[config.mk]
export PLATFORM = sky130hd
export DESIGN_NAME = two_way_lru_cache_controller_core
export DESIGN_NICKNAME = d
export VERILOG_FILES = /design/src/hw/rtl/twlc_pkg.sv /design/src/hw/rtl/twlc_apb.sv /design/src/hw/rtl/twlc_array.sv /design/src/hw/rtl/twlc_ctrl.sv /design/src/hw/rtl/two_way_lru_cache_controller_core.sv
export SDC_FILE = /design/constraint.sdc
export NUM_CORES = 2
export LEC_CHECK = 0
export BUFFER_PORTS_ARGS = -buffer_cell sky130_fd_sc_hd__buf_2
export CAP_MARGIN = 20
export CORE_ASPECT_RATIO = 1.5
export CORE_MARGIN = 2
export CORE_UTILIZATION = 45
export CTS_BUF_LIST = sky130_fd_sc_hd__clkbuf_8
export CTS_CLUSTER_SIZE = 40
export DETAILED_ROUTE_END_ITERATION = 7
export SYNTH_ARGS = -nofsm -noshare
export SYNTH_HDL_FRONTEND = slang
export SYNTH_HIERARCHICAL = 1
export SYNTH_SLANG_ARGS = --single-unit
[constraint.sdc]
create_clock -name i_clk -period 22.9 [get_ports i_clk]
set_clock_uncertainty 0.1 [all_clocks]
set_input_delay 2.29 -clock i_clk [delete_from_list [all_inputs] [get_ports i_clk]]
set_output_delay 2.29 -clock i_clk [all_outputs]
set_load 0.03 [all_outputs]
[src/hw/rtl/twlc_pkg.sv]
// Shared types, constants and address helpers for the two-way LRU cache controller.
package twlc_pkg;

    localparam int SET_COUNT   = 4;
    localparam int LINE_WORDS  = 4;
    localparam int ADDR_BITS   = 16;
    localparam int NUM_WAYS    = 2;
    localparam int FILL_FIELDS = 4;

    localparam int OFF_W   = $clog2(LINE_WORDS);
    localparam int SET_W   = $clog2(SET_COUNT);
    localparam int TAG_W   = ADDR_BITS - OFF_W - SET_W;
    localparam int LINE_W  = SET_W + 1;
    localparam int NUM_LINES = SET_COUNT * NUM_WAYS;
    localparam int FILL_IDX_W = $clog2(FILL_FIELDS);

    localparam int WORD_W = 32;
    localparam int PEN_W  = 4;
    localparam int LAT_W  = 5;
    localparam int CNT_W  = 32;
    localparam int PADDR_W = 3;

    localparam logic [PEN_W-1:0] PENALTY_RESET = 4'd3;

    // Register index of the configuration port (byte address / 4).
    localparam logic REG_MISS_PENALTY = 1'b0;

    typedef enum logic [1:0] {
        OP_LOAD  = 2'd0,
        OP_STORE = 2'd1,
        OP_FLUSH = 2'd2
    } t_op;

    typedef logic signed [WORD_W-1:0] t_word;
    typedef logic [ADDR_BITS-1:0]     t_addr;

    // One accepted request word, as held in the input register.
    typedef struct packed {
        logic [1:0]                 op;
        t_addr                      address;
        t_word                      store_value;
        t_word [FILL_FIELDS-1:0]    fill;
    } t_req;

    // One result word, as held in the output register.
    typedef struct packed {
        logic               stalled;
        t_word              load_data;
        logic               was_hit;
        logic [LAT_W-1:0]   latency;
        logic               fill_taken;
        logic               mem_write_valid;
        t_addr              mem_write_address;
        t_word              mem_write_value;
        logic [CNT_W-1:0]   hit_count;
        logic [CNT_W-1:0]   miss_count;
    } t_result;

    // Tag lookup answer from the line arrays.
    typedef struct packed {
        logic   hit;
        logic   hit_way;
        logic   victim_way;
        t_word  hit_word;
    } t_lookup;

    // Update command to the line arrays.
    typedef struct packed {
        logic   flush;
        logic   fill;
        logic   word_wr;
        logic   lru_wr;
        logic   way;
    } t_arr_cmd;

    function automatic logic [OFF_W-1:0] addr_offset(input t_addr a);
        return a[OFF_W-1:0];
    endfunction

    function automatic logic [SET_W-1:0] addr_set(input t_addr a);
        return a[OFF_W +: SET_W];
    endfunction

    function automatic logic [TAG_W-1:0] addr_tag(input t_addr a);
        return a[ADDR_BITS-1 -: TAG_W];
    endfunction

endpackage

[src/hw/rtl/twlc_apb.sv]
// Configuration register file behind the APB-style port.
module twlc_apb import twlc_pkg::*; (
    input  logic               i_clk,
    input  logic               i_rst_n,
    input  logic               psel,
    input  logic               penable,
    input  logic               pwrite,
    input  logic [PADDR_W-1:0] paddr,
    input  logic [31:0]        pwdata,
    output logic [31:0]        prdata,
    output logic               pready,
    output logic [PEN_W-1:0]   o_miss_penalty
);

    logic [PEN_W-1:0] r_penalty;
    logic             w_reg_idx;

    assign w_reg_idx = paddr[2];
    assign pready    = 1'b1;

    always_ff @(posedge i_clk) begin
        if (!i_rst_n) begin
            r_penalty <= PENALTY_RESET;
        end else if (psel && penable && pwrite && (w_reg_idx == REG_MISS_PENALTY)) begin
            r_penalty <= pwdata[PEN_W-1:0];
        end
    end

    // Byte lanes below the word boundary are ignored.
    always_comb begin
        prdata = '0;
        if (w_reg_idx == REG_MISS_PENALTY) begin
            prdata = {{(32-PEN_W){1'b0}}, r_penalty};
        end
    end

    assign o_miss_penalty = r_penalty;

endmodule

[src/hw/rtl/twlc_array.sv]
// Tag, valid, LRU and data arrays with the two-way tag compare.
module twlc_array import twlc_pkg::*; (
    input  logic                    i_clk,
    input  logic                    i_rst_n,
    input  t_addr                   i_address,
    input  t_word                   i_store_value,
    input  t_word [FILL_FIELDS-1:0] i_fill,
    input  t_arr_cmd                i_cmd,
    output t_lookup                 o_lookup
);

    logic                  r_valid  [NUM_LINES];
    logic [TAG_W-1:0]      r_tag    [NUM_LINES];
    logic                  r_recent [SET_COUNT];
    t_word                 r_words  [NUM_LINES][LINE_WORDS];

    logic [OFF_W-1:0]  w_off;
    logic [SET_W-1:0]  w_set;
    logic [TAG_W-1:0]  w_tag;
    logic [LINE_W-1:0] w_line0;
    logic [LINE_W-1:0] w_line1;
    logic [LINE_W-1:0] w_upd_line;
    logic              w_hit0;
    logic              w_hit1;

    assign w_off   = addr_offset(i_address);
    assign w_set   = addr_set(i_address);
    assign w_tag   = addr_tag(i_address);
    assign w_line0 = {w_set, 1'b0};
    assign w_line1 = {w_set, 1'b1};
    assign w_upd_line = {w_set, i_cmd.way};

    assign w_hit0 = r_valid[w_line0] && (r_tag[w_line0] == w_tag);
    assign w_hit1 = r_valid[w_line1] && (r_tag[w_line1] == w_tag);

    always_comb begin
        o_lookup.hit      = w_hit0 || w_hit1;
        o_lookup.hit_way  = !w_hit0;
        // Empty way first (way 0 before way 1), else the least recently used way.
        if (!r_valid[w_line0]) begin
            o_lookup.victim_way = 1'b0;
        end else if (!r_valid[w_line1]) begin
            o_lookup.victim_way = 1'b1;
        end else begin
            o_lookup.victim_way = !r_recent[w_set];
        end
        o_lookup.hit_word = r_words[{w_set, !w_hit0}][w_off];
    end

    always_ff @(posedge i_clk) begin
        if (!i_rst_n) begin
            for (int i = 0; i < NUM_LINES; i++) begin
                r_valid[i] <= 1'b0;
            end
            for (int s = 0; s < SET_COUNT; s++) begin
                r_recent[s] <= 1'b0;
            end
        end else if (i_cmd.flush) begin
            for (int i = 0; i < NUM_LINES; i++) begin
                r_valid[i] <= 1'b0;
            end
            for (int s = 0; s < SET_COUNT; s++) begin
                r_recent[s] <= 1'b0;
            end
        end else begin
            if (i_cmd.fill) begin
                r_valid[w_upd_line] <= 1'b1;
            end
            if (i_cmd.lru_wr) begin
                r_recent[w_set] <= i_cmd.way;
            end
        end
    end

    // Tags and words are only read through a valid line, so they need no reset.
    always_ff @(posedge i_clk) begin
        if (i_cmd.fill) begin
            r_tag[w_upd_line] <= w_tag;
            for (int i = 0; i < LINE_WORDS; i++) begin
                if (i < FILL_FIELDS) begin
                    r_words[w_upd_line][i] <= i_fill[i];
                end else begin
                    r_words[w_upd_line][i] <= '0;
                end
            end
        end
        if (i_cmd.word_wr) begin
            r_words[w_upd_line][w_off] <= i_store_value;
        end
    end

endmodule

[src/hw/rtl/twlc_ctrl.sv]
// Access control: stall countdown, pending flags, hit and miss totals, result forming.
module twlc_ctrl import twlc_pkg::*; (
    input  logic             i_clk,
    input  logic             i_rst_n,
    input  logic             i_go,
    input  t_req             i_req,
    input  logic [PEN_W-1:0] i_miss_penalty,
    input  t_lookup          i_lookup,
    output t_arr_cmd         o_cmd,
    output t_result          o_res
);

    logic [PEN_W-1:0] r_countdown;
    logic             r_load_pending;
    logic             r_store_pending;
    logic [CNT_W-1:0] r_hits;
    logic [CNT_W-1:0] r_misses;

    logic [PEN_W-1:0] n_countdown;
    logic             n_load_pending;
    logic             n_store_pending;
    logic [CNT_W-1:0] n_hits;
    logic [CNT_W-1:0] n_misses;

    t_arr_cmd         w_cmd;
    logic [OFF_W-1:0] w_off;
    t_word            w_fill_word;
    logic [LAT_W-1:0] w_slow_lat;

    assign w_off      = addr_offset(i_req.address);
    assign w_slow_lat = {1'b0, i_miss_penalty} + LAT_W'(1);

    always_comb begin
        w_fill_word = '0;
        if (int'(w_off) < FILL_FIELDS) begin
            w_fill_word = i_req.fill[w_off[FILL_IDX_W-1:0]];
        end
    end

    always_comb begin
        n_countdown     = r_countdown;
        n_load_pending  = r_load_pending;
        n_store_pending = r_store_pending;
        n_hits          = r_hits;
        n_misses        = r_misses;
        w_cmd           = '0;
        o_res           = '0;
        o_res.latency   = LAT_W'(1);

        case (i_req.op)
            OP_LOAD: begin
                if (i_lookup.hit) begin
                    n_hits          = r_hits + CNT_W'(1);
                    o_res.was_hit   = 1'b1;
                    o_res.load_data = i_lookup.hit_word;
                    w_cmd.lru_wr    = 1'b1;
                    w_cmd.way       = i_lookup.hit_way;
                end else begin
                    o_res.latency = w_slow_lat;
                    if (r_countdown == '0 && !r_load_pending) begin
                        n_misses       = r_misses + CNT_W'(1);
                        n_countdown    = i_miss_penalty;
                        n_load_pending = 1'b1;
                    end
                    if (n_countdown == '0) begin
                        w_cmd.fill       = 1'b1;
                        w_cmd.lru_wr     = 1'b1;
                        w_cmd.way        = i_lookup.victim_way;
                        n_load_pending   = 1'b0;
                        o_res.fill_taken = 1'b1;
                        o_res.load_data  = w_fill_word;
                    end else begin
                        n_countdown   = n_countdown - PEN_W'(1);
                        o_res.stalled = 1'b1;
                    end
                end
            end
            OP_STORE: begin
                o_res.was_hit = i_lookup.hit;
                o_res.latency = w_slow_lat;
                // On a hit, the line is updated on any attempt that finds no stall pending.
                if (r_countdown == '0 && i_lookup.hit) begin
                    w_cmd.word_wr = 1'b1;
                    w_cmd.lru_wr  = 1'b1;
                    w_cmd.way     = i_lookup.hit_way;
                end
                if (r_countdown == '0 && !r_store_pending) begin
                    if (i_lookup.hit) begin
                        n_hits = r_hits + CNT_W'(1);
                    end else begin
                        n_misses = r_misses + CNT_W'(1);
                    end
                    n_countdown     = i_miss_penalty;
                    n_store_pending = 1'b1;
                end
                if (n_countdown == '0) begin
                    n_store_pending         = 1'b0;
                    o_res.mem_write_valid   = 1'b1;
                    o_res.mem_write_address = i_req.address;
                    o_res.mem_write_value   = i_req.store_value;
                end else begin
                    n_countdown   = n_countdown - PEN_W'(1);
                    o_res.stalled = 1'b1;
                end
            end
            OP_FLUSH: begin
                w_cmd.flush = 1'b1;
                n_hits      = '0;
                n_misses    = '0;
            end
            default: begin
            end
        endcase

        o_res.hit_count  = n_hits;
        o_res.miss_count = n_misses;
        o_cmd = i_go ? w_cmd : '0;
    end

    always_ff @(posedge i_clk) begin
        if (!i_rst_n) begin
            r_countdown     <= '0;
            r_load_pending  <= 1'b0;
            r_store_pending <= 1'b0;
            r_hits          <= '0;
            r_misses        <= '0;
        end else if (i_go) begin
            r_countdown     <= n_countdown;
            r_load_pending  <= n_load_pending;
            r_store_pending <= n_store_pending;
            r_hits          <= n_hits;
            r_misses        <= n_misses;
        end
    end

    a_fill_clears_countdown: assert property (@(posedge i_clk) disable iff (!i_rst_n)
        (i_go && (o_res.fill_taken || o_res.mem_write_valid)) |=> (r_countdown == '0))
        else $error("countdown not zero after a completed miss or store");

    a_fill_clears_load_pending: assert property (@(posedge i_clk) disable iff (!i_rst_n)
        (i_go && o_res.fill_taken) |=> !r_load_pending)
        else $error("load still pending after a line fill");

    a_write_clears_store_pending: assert property (@(posedge i_clk) disable iff (!i_rst_n)
        (i_go && o_res.mem_write_valid) |=> !r_store_pending)
        else $error("store still pending after its write-through");

endmodule

[src/hw/rtl/two_way_lru_cache_controller_core.sv]
// Top level of the two-way set-associative write-through cache controller.
// A result word passes from the input register through the tag compare into the result
// register, which it enters when the compare stage advances.
// Throughput: one request word per cycle while i_out_stall does not hold the result register.
// Reset (synchronous, active low) clears all lines, LRU bits, totals, countdown and
// pending flags, and sets the miss penalty to three; no clearing pass is needed.
module two_way_lru_cache_controller_core import twlc_pkg::*; (
    input  logic                    i_clk,
    input  logic                    i_rst_n,

    input  logic                    i_in_valid,
    output logic                    o_in_stall,
    input  logic [1:0]              i_op,
    input  logic [ADDR_BITS-1:0]    i_address,
    input  logic signed [WORD_W-1:0] i_store_value,
    input  logic signed [WORD_W-1:0] i_fill_word0,
    input  logic signed [WORD_W-1:0] i_fill_word1,
    input  logic signed [WORD_W-1:0] i_fill_word2,
    input  logic signed [WORD_W-1:0] i_fill_word3,

    output logic                    o_out_valid,
    input  logic                    i_out_stall,
    output logic                    o_stalled,
    output logic signed [WORD_W-1:0] o_load_data,
    output logic                    o_was_hit,
    output logic [LAT_W-1:0]        o_latency,
    output logic                    o_fill_taken,
    output logic                    o_mem_write_valid,
    output logic [ADDR_BITS-1:0]    o_mem_write_address,
    output logic signed [WORD_W-1:0] o_mem_write_value,
    output logic [CNT_W-1:0]        o_hit_count,
    output logic [CNT_W-1:0]        o_miss_count,

    input  logic                    psel,
    input  logic                    penable,
    input  logic                    pwrite,
    input  logic [PADDR_W-1:0]      paddr,
    input  logic [31:0]             pwdata,
    output logic [31:0]             prdata,
    output logic                    pready
);

    // Input register: holds the accepted request word until the compare stage takes it.
    logic    r_in_valid;
    t_req    r_in;
    // Result register: holds a finished result word until the consumer takes it.
    logic    r_out_valid;
    t_result r_out;

    logic             w_accept;
    logic             w_go;
    logic [PEN_W-1:0] w_miss_penalty;
    t_lookup          w_lookup;
    t_arr_cmd         w_cmd;
    t_result          w_res;

    // The compare stage runs whenever it holds a word and the result register is
    // free or being emptied in this cycle, so a new word can enter every cycle.
    assign w_go       = r_in_valid && (!r_out_valid || !i_out_stall);
    assign o_in_stall = r_in_valid && !w_go;
    assign w_accept   = i_in_valid && !o_in_stall;

    always_ff @(posedge i_clk) begin
        if (!i_rst_n) begin
            r_in_valid  <= 1'b0;
            r_out_valid <= 1'b0;
        end else begin
            if (w_accept) begin
                r_in_valid <= 1'b1;
            end else if (w_go) begin
                r_in_valid <= 1'b0;
            end
            if (w_go) begin
                r_out_valid <= 1'b1;
            end else if (!i_out_stall) begin
                r_out_valid <= 1'b0;
            end
        end
    end

    always_ff @(posedge i_clk) begin
        if (w_accept) begin
            r_in.op          <= i_op;
            r_in.address     <= i_address;
            r_in.store_value <= i_store_value;
            r_in.fill[0]     <= i_fill_word0;
            r_in.fill[1]     <= i_fill_word1;
            r_in.fill[2]     <= i_fill_word2;
            r_in.fill[3]     <= i_fill_word3;
        end
        if (w_go) begin
            r_out <= w_res;
        end
    end

    twlc_apb u_apb (
        .i_clk          (i_clk),
        .i_rst_n        (i_rst_n),
        .psel           (psel),
        .penable        (penable),
        .pwrite         (pwrite),
        .paddr          (paddr),
        .pwdata         (pwdata),
        .prdata         (prdata),
        .pready         (pready),
        .o_miss_penalty (w_miss_penalty)
    );

    // Tag lookup and line updates for the word in the input register.
    twlc_array u_array (
        .i_clk         (i_clk),
        .i_rst_n       (i_rst_n),
        .i_address     (r_in.address),
        .i_store_value (r_in.store_value),
        .i_fill        (r_in.fill),
        .i_cmd         (w_cmd),
        .o_lookup      (w_lookup)
    );

    // Stall sequencing and totals; the array update command is only issued when
    // the compare stage actually advances.
    twlc_ctrl u_ctrl (
        .i_clk          (i_clk),
        .i_rst_n        (i_rst_n),
        .i_go           (w_go),
        .i_req          (r_in),
        .i_miss_penalty (w_miss_penalty),
        .i_lookup       (w_lookup),
        .o_cmd          (w_cmd),
        .o_res          (w_res)
    );

    assign o_out_valid         = r_out_valid;
    assign o_stalled           = r_out.stalled;
    assign o_load_data         = r_out.load_data;
    assign o_was_hit           = r_out.was_hit;
    assign o_latency           = r_out.latency;
    assign o_fill_taken        = r_out.fill_taken;
    assign o_mem_write_valid   = r_out.mem_write_valid;
    assign o_mem_write_address = r_out.mem_write_address;
    assign o_mem_write_value   = r_out.mem_write_value;
    assign o_hit_count         = r_out.hit_count;
    assign o_miss_count        = r_out.miss_count;

    // A fill only ends a load miss, so that word is neither stalled nor a hit.
    a_fill_is_completed_miss: assert property (@(posedge i_clk) disable iff (!i_rst_n)
        (o_out_valid && o_fill_taken) |-> (!o_stalled && !o_was_hit && !o_mem_write_valid))
        else $error("fill reported on a stalled or hitting access");

    // A write-through always ends the access.
    a_write_not_stalled: assert property (@(posedge i_clk) disable iff (!i_rst_n)
        (o_out_valid && o_mem_write_valid) |-> !o_stalled)
        else $error("write-through reported on a stalled access");

    // The compare stage never advances into a full, stalled result register.
    a_no_overwrite: assert property (@(posedge i_clk) disable iff (!i_rst_n)
        (r_out_valid && i_out_stall) |-> !w_go)
        else $error("result register overwritten while stalled");

endmodule
==> out/metrics.cfg <==
[cts]
clk_path_buf_depth = 3
clkSinkCount = 1539
cts_resized = 0
cts_buffers = 223
cts_tree = done
cts_setup_buffers = 0
clockRootBuffer = clkbuf_8
clk_latency_ns = 0.94
holdBufCountCts = 0
htree_num_levels = 4
clkTransAtPathRegs_ns = 0.07

[synthesis]
synth_compound_area_share_pct = 3.84
ys_seq_area_share_pct = 73.1
synth_mux_area_share_pct = 16.8
synth-edff-count = 1452
synth_cell_types = 74
syn_area_per_cell_sq_um = 19.5
synthAdderAreaFrac_pct = 0.101
synth-xor-area-share_pct = 0.452
yosysTopAreaCell = edfxtp_1
synthArstFlopShare_pct = 0
yosys_register_bits = 1539
synth_top_family_by_area = multiplexers
yosys.area_share.simple_pct = 3.92
yosysTopAreaCellShare_pct = 70.3
synth_warnings = 6
synth-main-ff-cell = edfxtp_1
ys_top_cells_by_count = edfxtp_1, mux4_2, mux2_2, clkbuf_1, nor2_1
syn_area_sq_um = 62000
synthTopCellsByArea = edfxtp_1, mux4_2, mux2_2, dfxtp_1, clkbuf_1
syn_inst = 3178
synth_most_common_cell = edfxtp_1

[detailed_routing]
post_drt_via_cell_ratio = 5.92
drtIter0Drc = 2899
wl_per_cell_microns = 28.8
firstDrtPassIters = 5
antenna_left = 0
drc_errors = 0
wl_mm = 161
dr_total_vias = 33100

[placement]
portBuffers = 348
dp_hpwl_mm = 93.5
gp_congestion = 0.874

[timing]
fin_crit_ns = 8.25
relSlewSlack_pct = 26.7
setup_violations = 0
tns_ns = 0
rsz0062_at_grt = no
max_freq_ghz = 0.121
hold_viol = 0
worstMarginPinSlew_ns = 1.10
fin_crit_sh_pct = 36.0
slew_viol_final = 0

[hold_path]
hp-class = flip-flop to flip-flop

[grt]
grt_usage_pct = 22.9
grt_overflow_total = 0
grt_pass1_wl_mm = 232
grt_pass1_vias = 33700
antenna_found_initial = 8
grt_max_degree = 115

[finish]
fillers = 11100
fin_util_pct = 51.4
layout-drive-gt1-share_pct = 34.8
syn2layout_area_growth_pct = 13.1
fin_nets = 3871

[critical_path]
cp_top_family = buffers and inverters
start_kind = flip-flop
crit_path_max_incr_delay_ns = 0.96
worstPathArrival_ns = 8.72
worstPathCellList = buf_4 > buf_4 > mux4_2 > xor2_1 > nor4_1 > nand3_1 > o21ai_1 > buf_4 > nor3_1 > nor2b_4 > buf_4 > a32oi_1 > nor2_1 > nand3_1 > nor2_4 > buf_4
cp_slowest_cell = edfxtp_1
cp_common_cell = buf_4
crit_path_end_kind = flip-flop
crit_required_ns = 23.36
path_class = flip-flop to flip-flop
cp_max_fo = 47
path_buf_inv = 5

[die]
die_height_microns = 459
initial_utilization_pct = 45.4
ios = 408
die_area_sq_um = 141000
die_width_microns = 307
rows = 166
core_area_sq_um = 137000

[pwr]
vdd_drop_max_mv = 0.0593
power_uw = 5520
p_per_area_nw_per_um2 = 78.7
leakagePower_uw = 0.0229

[status]
status = finished clean

[flow_run]
max-cap-violations = 0

-- power breakdown --
group / internal, uW / leakage (uW) / switching [uW]
combinational: 127 / 0.00652 / 196
clock: 1010 / 0.00239 / 1060
sequential: 3110 / 0.0140 / 24.3
total: 4250 / 0.0229 / 1270
-- cells by family (layout without fill, tap and decap cells) --
logic type,after synthesis,in the layout
and+or+nand+nor,460,460
AOI/OAI and AO/OA,360,360
DFF,1539,1539
muxes,549,549
other,2,35
adders and majority gates,5,5
buffers and inverters,231,851
xor gates and xnor gates,32,32
-- cell usage in the layout (no fill, tap or decap), types with 21 or more instances in the layout --
cell type	Yosys	layout
a22o_1	35	35
buf_2	17	348
edfxtp_1	1452	1452
a311oi_1	21	21
nor2_4	0	33
clkinv_1	1	52
inv_1	13	79
a21oi_1	68	68
conb_1	2	29
nand4_1	28	28
nand2_1	73	73
mux4_2	377	377
xnor2_1	23	23
clkinv_2	0	34
nor3_1	32	29
buf_4	49	83
a31oi_1	58	57
mux2_2	160	160
nand3_1	36	35
o21ai_0	84	83
and2_1	65	65
dfxtp_1	87	87
nor2_1	114	79
clkbuf_8	0	230
-- state kept, by name (all words and copies together), names as in the netlist, 4 cells and up --
| register | cells |
|---|---|
| o_hit_count | 32 |
| u_array/r_valid | 8 |
| u_ctrl/r_misses | 32 |
| o_load_data | 32 |
| o_mem_write_address | 16 |
| u_apb/o_miss_penalty | 4 |
| o_latency | 5 |
| u_array/r_words | 1024 |
| o_mem_write_value | 32 |
| u_ctrl/r_hits | 32 |
| u_array/r_recent | 4 |
| u_array/r_tag | 96 |
| o_miss_count | 32 |
| u_ctrl/r_countdown | 4 |
| r_in | 178 |
-- worst register-to-register path, cell delays in order, from the launching register on --
cell and delay [ns]:
edfxtp_1 0.96, buf_4 0.86, buf_4 0.84, mux4_2 0.67, xor2_1 0.15, nor4_1 0.09, nand3_1 0.08, o21ai_1 0.06
buf_4 0.21, nor3_1 0.21, nor2b_4 0.18, buf_4 0.65, a32oi_1 0.10, nor2_1 0.71, nand3_1 0.57, nor2_4 0.87
buf_4 0.55
-- through the flow --
step	setup slack, ns	hold slack (ns)	cells	area (sq um)
floorplan	2.79	0.333	3205	62100
global placement	14.55	0.347	5184	66000
detailed placement	14.50	0.359	5184	66000
CTS	14.47	0.372	5588	70200
global route	14.02	0.391	5591	70200
finish	14.65	0.373	5595	70200
-- cell type report --
| type | count | area (sq um) | share of cell area, % |
|---|---|---|---|
| sequential | 1539 | 45300 | 64.6 |
| multi-input combinational | 1435 | 16000 | 22.8 |
| clock buffer | 230 | 3170 | 4.51 |
| timing repair buffer | 433 | 2400 | 3.41 |
| tap | 1764 | 2210 | 3.14 |
| clock inverter | 174 | 991 | 1.41 |
| inverter | 14 | 52.6 | 0.0749 |
| antenna | 6 | 15.0 | 0.0214 |
-- layer usage --
metal	track usage [%]	wire [microns]
met1	28.5	62300
met2	41.0	85500
met3	3.77	9490
met4	6.91	4080
met5	0	37
-- worst paths after layout --
| check | start | endpoint | slack, ns | cells after the start |
|---|---|---|---|---|
| setup reg to reg | r_in[162] | u_array/r_words[7][103] | 14.65 | 16 |
| hold / removal | u_array/r_valid[2] | u_array/r_valid[2] | 0.37 | 2 |
| hold reg to reg | u_array/r_valid[2] | u_array/r_valid[2] | 0.37 | 2 |
| setup / recovery | r_in[162] | u_array/r_words[7][103] | 14.65 | 16 |
Note: power is estimated with default switching activity, not from simulation.
